**src/rtl/ddm_pkg.sv**
```systemverilog
// Shared constants and types of the differential drive mixer.
// No dependencies; imported by ddm_divider and differential_drive_mixer_top.
package ddm_pkg;

    localparam int DUTY_BITS = 16;
    localparam int A_W       = 10;
    localparam int G_W       = 11;
    localparam int PROD_W    = 27;
    localparam int NUM_W     = 38;
    localparam int MAG_W     = 33;
    localparam int DIV_W     = 16;
    localparam int DIV_STEPS = MAG_W;
    localparam int PIPE_DEPTH = 4 + DIV_STEPS + 1;
    localparam int ADDR_W    = 4;

    localparam logic [MAG_W-1:0] DUTY_FULL = MAG_W'((64'd1 << DUTY_BITS) - 64'd1);

    localparam logic [15:0] PERIOD_RESET = 16'd1000;
    localparam logic [7:0]  CENTER_RESET = 8'd127;

    localparam logic MODE_TANK = 1'b0;
    localparam logic MODE_CAR  = 1'b1;

    typedef enum logic [1:0] {
        REG_PERIOD = 2'd0,
        REG_CENTER = 2'd1,
        REG_MODE   = 2'd2
    } reg_idx_t;

    typedef struct packed {
        logic signed [A_W-1:0] a_left;
        logic signed [A_W-1:0] a_right;
        logic signed [G_W-1:0] g_left;
        logic signed [G_W-1:0] g_right;
        logic [DIV_W-1:0]      divisor;
    } front_t;

endpackage

```
**src/rtl/ddm_divider.sv**
```systemverilog
// Pipelined restoring divider, one quotient bit per register stage.
// Depends on ddm_pkg for the dividend, divisor and step count widths.
module ddm_divider import ddm_pkg::*; (
    input  logic             aclk,
    input  logic             en,
    input  logic [MAG_W-1:0] mag_in,
    input  logic [DIV_W-1:0] div_in,
    input  logic             pos_in,
    output logic [MAG_W-1:0] quot_out,
    output logic             pos_out
);

    logic [DIV_W-1:0] rem_reg [DIV_STEPS];
    logic [MAG_W-1:0] dq_reg  [DIV_STEPS];
    logic [DIV_W-1:0] div_reg [DIV_STEPS];
    logic             pos_reg [DIV_STEPS];

    for (genvar k = 0; k < DIV_STEPS; k++) begin : g_step
        logic [DIV_W-1:0] rem_prev;
        logic [DIV_W-1:0] div_prev;
        logic [MAG_W-1:0] dq_prev;
        logic             pos_prev;
        logic [DIV_W:0]   trial;
        logic [DIV_W:0]   diff;
        logic             q_bit;
        logic [DIV_W-1:0] rem_next;
        logic [MAG_W-1:0] dq_next;

        if (k == 0) begin : g_first
            assign rem_prev = '0;
            assign div_prev = div_in;
            assign dq_prev  = mag_in;
            assign pos_prev = pos_in;
        end else begin : g_rest
            assign rem_prev = rem_reg[k-1];
            assign div_prev = div_reg[k-1];
            assign dq_prev  = dq_reg[k-1];
            assign pos_prev = pos_reg[k-1];
        end

        // The dividend shifts out at the top while quotient bits shift in below.
        always_comb begin
            trial    = {rem_prev, dq_prev[MAG_W-1]};
            diff     = trial - {1'b0, div_prev};
            q_bit    = (trial >= {1'b0, div_prev});
            rem_next = q_bit ? diff[DIV_W-1:0] : trial[DIV_W-1:0];
            dq_next  = {dq_prev[MAG_W-2:0], q_bit};
        end

        always_ff @(posedge aclk) begin
            if (en) begin
                rem_reg[k] <= rem_next;
                dq_reg[k]  <= dq_next;
                div_reg[k] <= div_prev;
                pos_reg[k] <= pos_prev;
            end
        end
    end

    assign quot_out = dq_reg[DIV_STEPS-1];
    assign pos_out  = pos_reg[DIV_STEPS-1];

endmodule

```
**config.mk**
```make
export PLATFORM = sky130hd
export DESIGN_NAME = ddm_divider
export DESIGN_NICKNAME = d
export VERILOG_FILES = /design/src/rtl/ddm_pkg.sv /design/src/rtl/ddm_divider.sv
export SDC_FILE = /design/constraint.sdc
export NUM_CORES = 2
export LEC_CHECK = 0
export BUFFER_PORTS_ARGS = -buffer_cell sky130_fd_sc_hd__buf_4
export CAP_MARGIN = 10
export CORE_UTILIZATION = 43
export CTS_BUF_LIST = sky130_fd_sc_hd__clkbuf_16
export CTS_CLUSTER_DIAMETER = 100
export DETAILED_ROUTE_END_ITERATION = 10
export PLACE_DENSITY_LB_ADDON = 0.3
export SYNTH_ARGS = -nofsm -noshare
export SYNTH_HDL_FRONTEND = slang
export SYNTH_SLANG_ARGS = --single-unit
```
**constraint.sdc**
```tcl
create_clock -name aclk -period 4.8 [get_ports aclk]
set_input_delay 0.96 -clock aclk [delete_from_list [all_inputs] [get_ports aclk]]
set_output_delay 0.96 -clock aclk [all_outputs]
set_load 0.01 [all_outputs]
```
==> flow_metrics.py <==
metrics = {
    "clocking": {
        "hold_buffers": 0,
        "numCtsBuffers": 226,
        "h-tree-depth": 4,
        "post-cts-setup-buffers": 0,
        "cts_root_buf": "clkbuf_16",
        "cts_num_sinks": 2146,
        "cts_resized": 0,
        "insertion_delay_ps": 880,
        "clk_pin_slew_ps": 60,
        "tritoncts": "yes",
        "cts_buffer_depth": 3,
    },
    "drt": {
        "viasPerCell": 5.13,
        "drc_errors": 0,
        "detail_route.wl_per_cell_um": 17.2,
        "vias": 50300,
        "wl_um": 169000,
        "first_iter_violations": 3193,
        "drtAntennaViolNets": 0,
        "drt_pass1_iterations": 6,
    },
    "global_routing": {
        "grt_pass1_wl_um": 268000,
        "grtUsageTotal_pct": 15.1,
        "grt_pass1_vias": 50400,
        "grt_max_degree": 137,
        "antenna_found_initial": 1,
        "grt.overflow.total": 0,
    },
    "power": {
        "power_frac_seq_pct": 41.1,
        "p_leak_nw": 41.0,
        "comb_power_share_pct": 32.6,
        "p_clk_share_pct": 26.3,
        "power.density_nw_per_um2": 625,
        "internal_power_w": 0.0457,
        "swShare_pct": 31.4,
        "p_sw_w": 0.0209,
        "vdd.ir_drop.worst_v": 0.000370,
    },
    "synth": {
        "synthMuxAreaShare_pct": 3.57,
        "synth_edf_count": 2146,
        "yosys.area_share.simple_pct": 5.88,
        "synthTopCellsByCount": "edfxtp_1 (2,146), inv_1 (664), ha_1 (514), o21ai_0 (343), a21oi_1 (331)",
        "synthAdderAreaFrac_pct": 7.50,
        "synth-xor-area-share_pct": 3.30,
        "synth_largest_area_cell": "edfxtp_1",
        "synth.most_common_cell": "edfxtp_1",
        "synth_cells": 6461,
        "synth-seq-cells": 2146,
        "synth_top_family_by_area": "compound AO/OA/AOI/OAI gates",
        "synth_ff_type": "edfxtp_1",
        "ys_warn_count": 0,
        "synth.area.top_cells": "edfxtp_1 (69%), ha_1 (6.8%), mux2_2 (3.0%)",
        "yosysSeqAreaShare_pct": 68.5,
        "ys_async_sr_fraction_pct": 0,
        "netlist.area_leader.share_pct": 68.5,
        "avgSynthCellArea_um2": 14.6,
        "syn-num-nets": 7058,
        "synth_area_um2": 94000,
        "synth_cell_types": 75,
        "synth_compound_area_share_pct": 8.20,
    },
    "sta": {
        "rsz0062_at_grt": "no",
        "fmax_mhz": 242,
        "worstMarginPinSlew_ps": 1160,
        "hold_viol": 0,
        "slew_violations": 0,
        "slew-limit-headroom_pct": 22.0,
        "fin_setup_tns_ps": 0,
        "finalSetupViolations": 0,
        "whs_ps": 258,
        "fin_worst_skew_ps": 83.6,
        "min_period_ps": 4140,
        "timing.final.crit_share_pct": 86.2,
    },
    "outcome": {
        "status": "complete, no violations",
    },
    "worst_setup_path": {
        "worstPathMaxFanout": 15,
        "endpoint": "rem_reg[0][212]",
        "cp-startpoint": "div_reg[0][193]",
        "rrSetupSlack_ps": 660,
        "crit_required_ps": 5390,
        "worstReg2RegStart": "div_reg[0][193]",
        "reg2reg_depth": 11,
        "r2r-end": "rem_reg[0][212]",
        "crit_path_start_kind": "flop",
        "worstPathArrival_ps": 4730,
        "worstSetupEndpointType": "flop",
        "crit_type": "reg2reg",
    },
    "final_layout": {
        "fin_nets": 7363,
        "area_growth_pct": 13.2,
        "drive_gt1_share_pct": 11.5,
        "largest_reg_flops": 1089,
    },
    "place": {
        "io_buffer_count": 85,
        "place_congestion": 0.858,
        "dpl.hpwl_um": 117000,
    },
    "floorplanning": {
        "dieArea_um2": 221000,
        "initial_core_util_pct": 43.3,
        "die_h_um": 470,
        "ios": 86,
        "core_area_um2": 217000,
        "rows": 171,
        "die_width_um": 470,
    },
    "min_path": {
        "hold_class": "in2reg",
    },
    "flow_run": {
        "maxCapViolations": 0,
    },
}
## cell type report
cell class / count / area, um2
diodes: 1 / 2.50
clock buffers: 226 / 5660
clock inverters: 195 / 2010
fillers: 18300 / 111000
inverters: 664 / 2490
multi-input cells: 3571 / 26800
flip-flops and latches: 2146 / 64400
well taps: 2854 / 3570
repair buffers: 157 / 1490
## critical path: stages (launching register included)
cell	delay [ps]
edfxtp_1	440
inv_1	90
ha_1	230
nor2b_1	130
o21a_1	180
o21a_1	200
o31a_1	270
a2111oi_0	710
a22oi_1	220
a2111oi_2	740
buf_4	330
mux2_2	350
## how the worst min path moves through the flow
stage / depth (start not counted) / to / slack (ps) / startpoint
after global routing: 1 / dq_reg[0][12] / 180 / mag_in[11]
after detailed placement: 0 / dq_reg[11][13] / 400 / dq_reg[10][12]
after CTS: 1 / dq_reg[0][12] / 160 / mag_in[11]
final: 1 / dq_reg[0][12] / 260 / mag_in[11]
after floorplan: 0 / dq_reg[10][10] / 400 / dq_reg[9][9]
after global placement: 0 / dq_reg[22][21] / 400 / dq_reg[21][20]
## stage by stage
stage	instances	power [W]	area [um2]	utilization, %	setup slack, ps
2_1_floorplan	6461	0.0436	94000	-	1510
3_3_place_gp	9392	0.0489	98800	45.5	832
3_5_place_dp	9392	0.0493	98800	45.5	688
4_1_cts	9813	0.0673	106000	49.0	676
5_1_grt	9814	0.0707	106000	49.0	454
6_report	9814	0.0666	106000	49.0	664
## metal layers
layer	up-vias	wire length, um	global-route usage (%)	share of wire (%)
met4	0	5660	5.62	3.4
met2	898	80800	25.2	48
met3	352	6700	2.67	4.0
li1	24700	-	-	-
met1	24400	75500	19.5	45
met5	-	0	0	0
## kinds of logic after synthesis
kind of cell / count (synthesis)
AOI/OAI and AO/OA: 1234
buffers and inverters: 744
DFF: 2146
muxes: 300
and+or+nand+nor: 1138
xor gates and xnor gates: 354
adders and majority gates: 545
## power groups by stage
stage          Sequential, W  Clock, W  Combinational (W)
2_1_floorplan         0.0268         0             0.0169
3_3_place_gp          0.0278         0             0.0211
3_5_place_dp          0.0278         0             0.0215
4_1_cts               0.0274    0.0181             0.0217
5_1_grt               0.0277    0.0188             0.0242
6_report              0.0274    0.0175             0.0217
## cells in the final DEF, fill, tap and decap left out, types with 25 or more instances in the layout
cell / synthesis / routed
o31ai_1: 38 / 38
buf_4: 0 / 133
a21oi_1: 331 / 331
fa_1: 31 / 31
clkinv_2: 0 / 39
mux2i_1: 40 / 40
nor2_1: 319 / 319
nand4_1: 59 / 59
and2_1: 26 / 26
nor3_1: 78 / 78
nand2_1: 275 / 275
ha_1: 514 / 514
nand3_1: 82 / 82
nor4_1: 25 / 25
xnor2_1: 208 / 208
nand2b_1: 67 / 67
o21a_1: 79 / 79
o21bai_1: 34 / 34
a21o_1: 129 / 129
inv_1: 664 / 707
or2_2: 26 / 26
a211oi_1: 32 / 30
clkbuf_16: 0 / 226
a21boi_0: 38 / 38
and3_1: 27 / 27
a31oi_1: 51 / 51
nor2b_1: 91 / 91
clkinv_1: 0 / 54
o21ai_0: 343 / 341
mux2_2: 253 / 253
bufinv_16: 0 / 29
xor2_1: 146 / 146
edfxtp_1: 2146 / 2146
(Power assumes the default switching activity.)
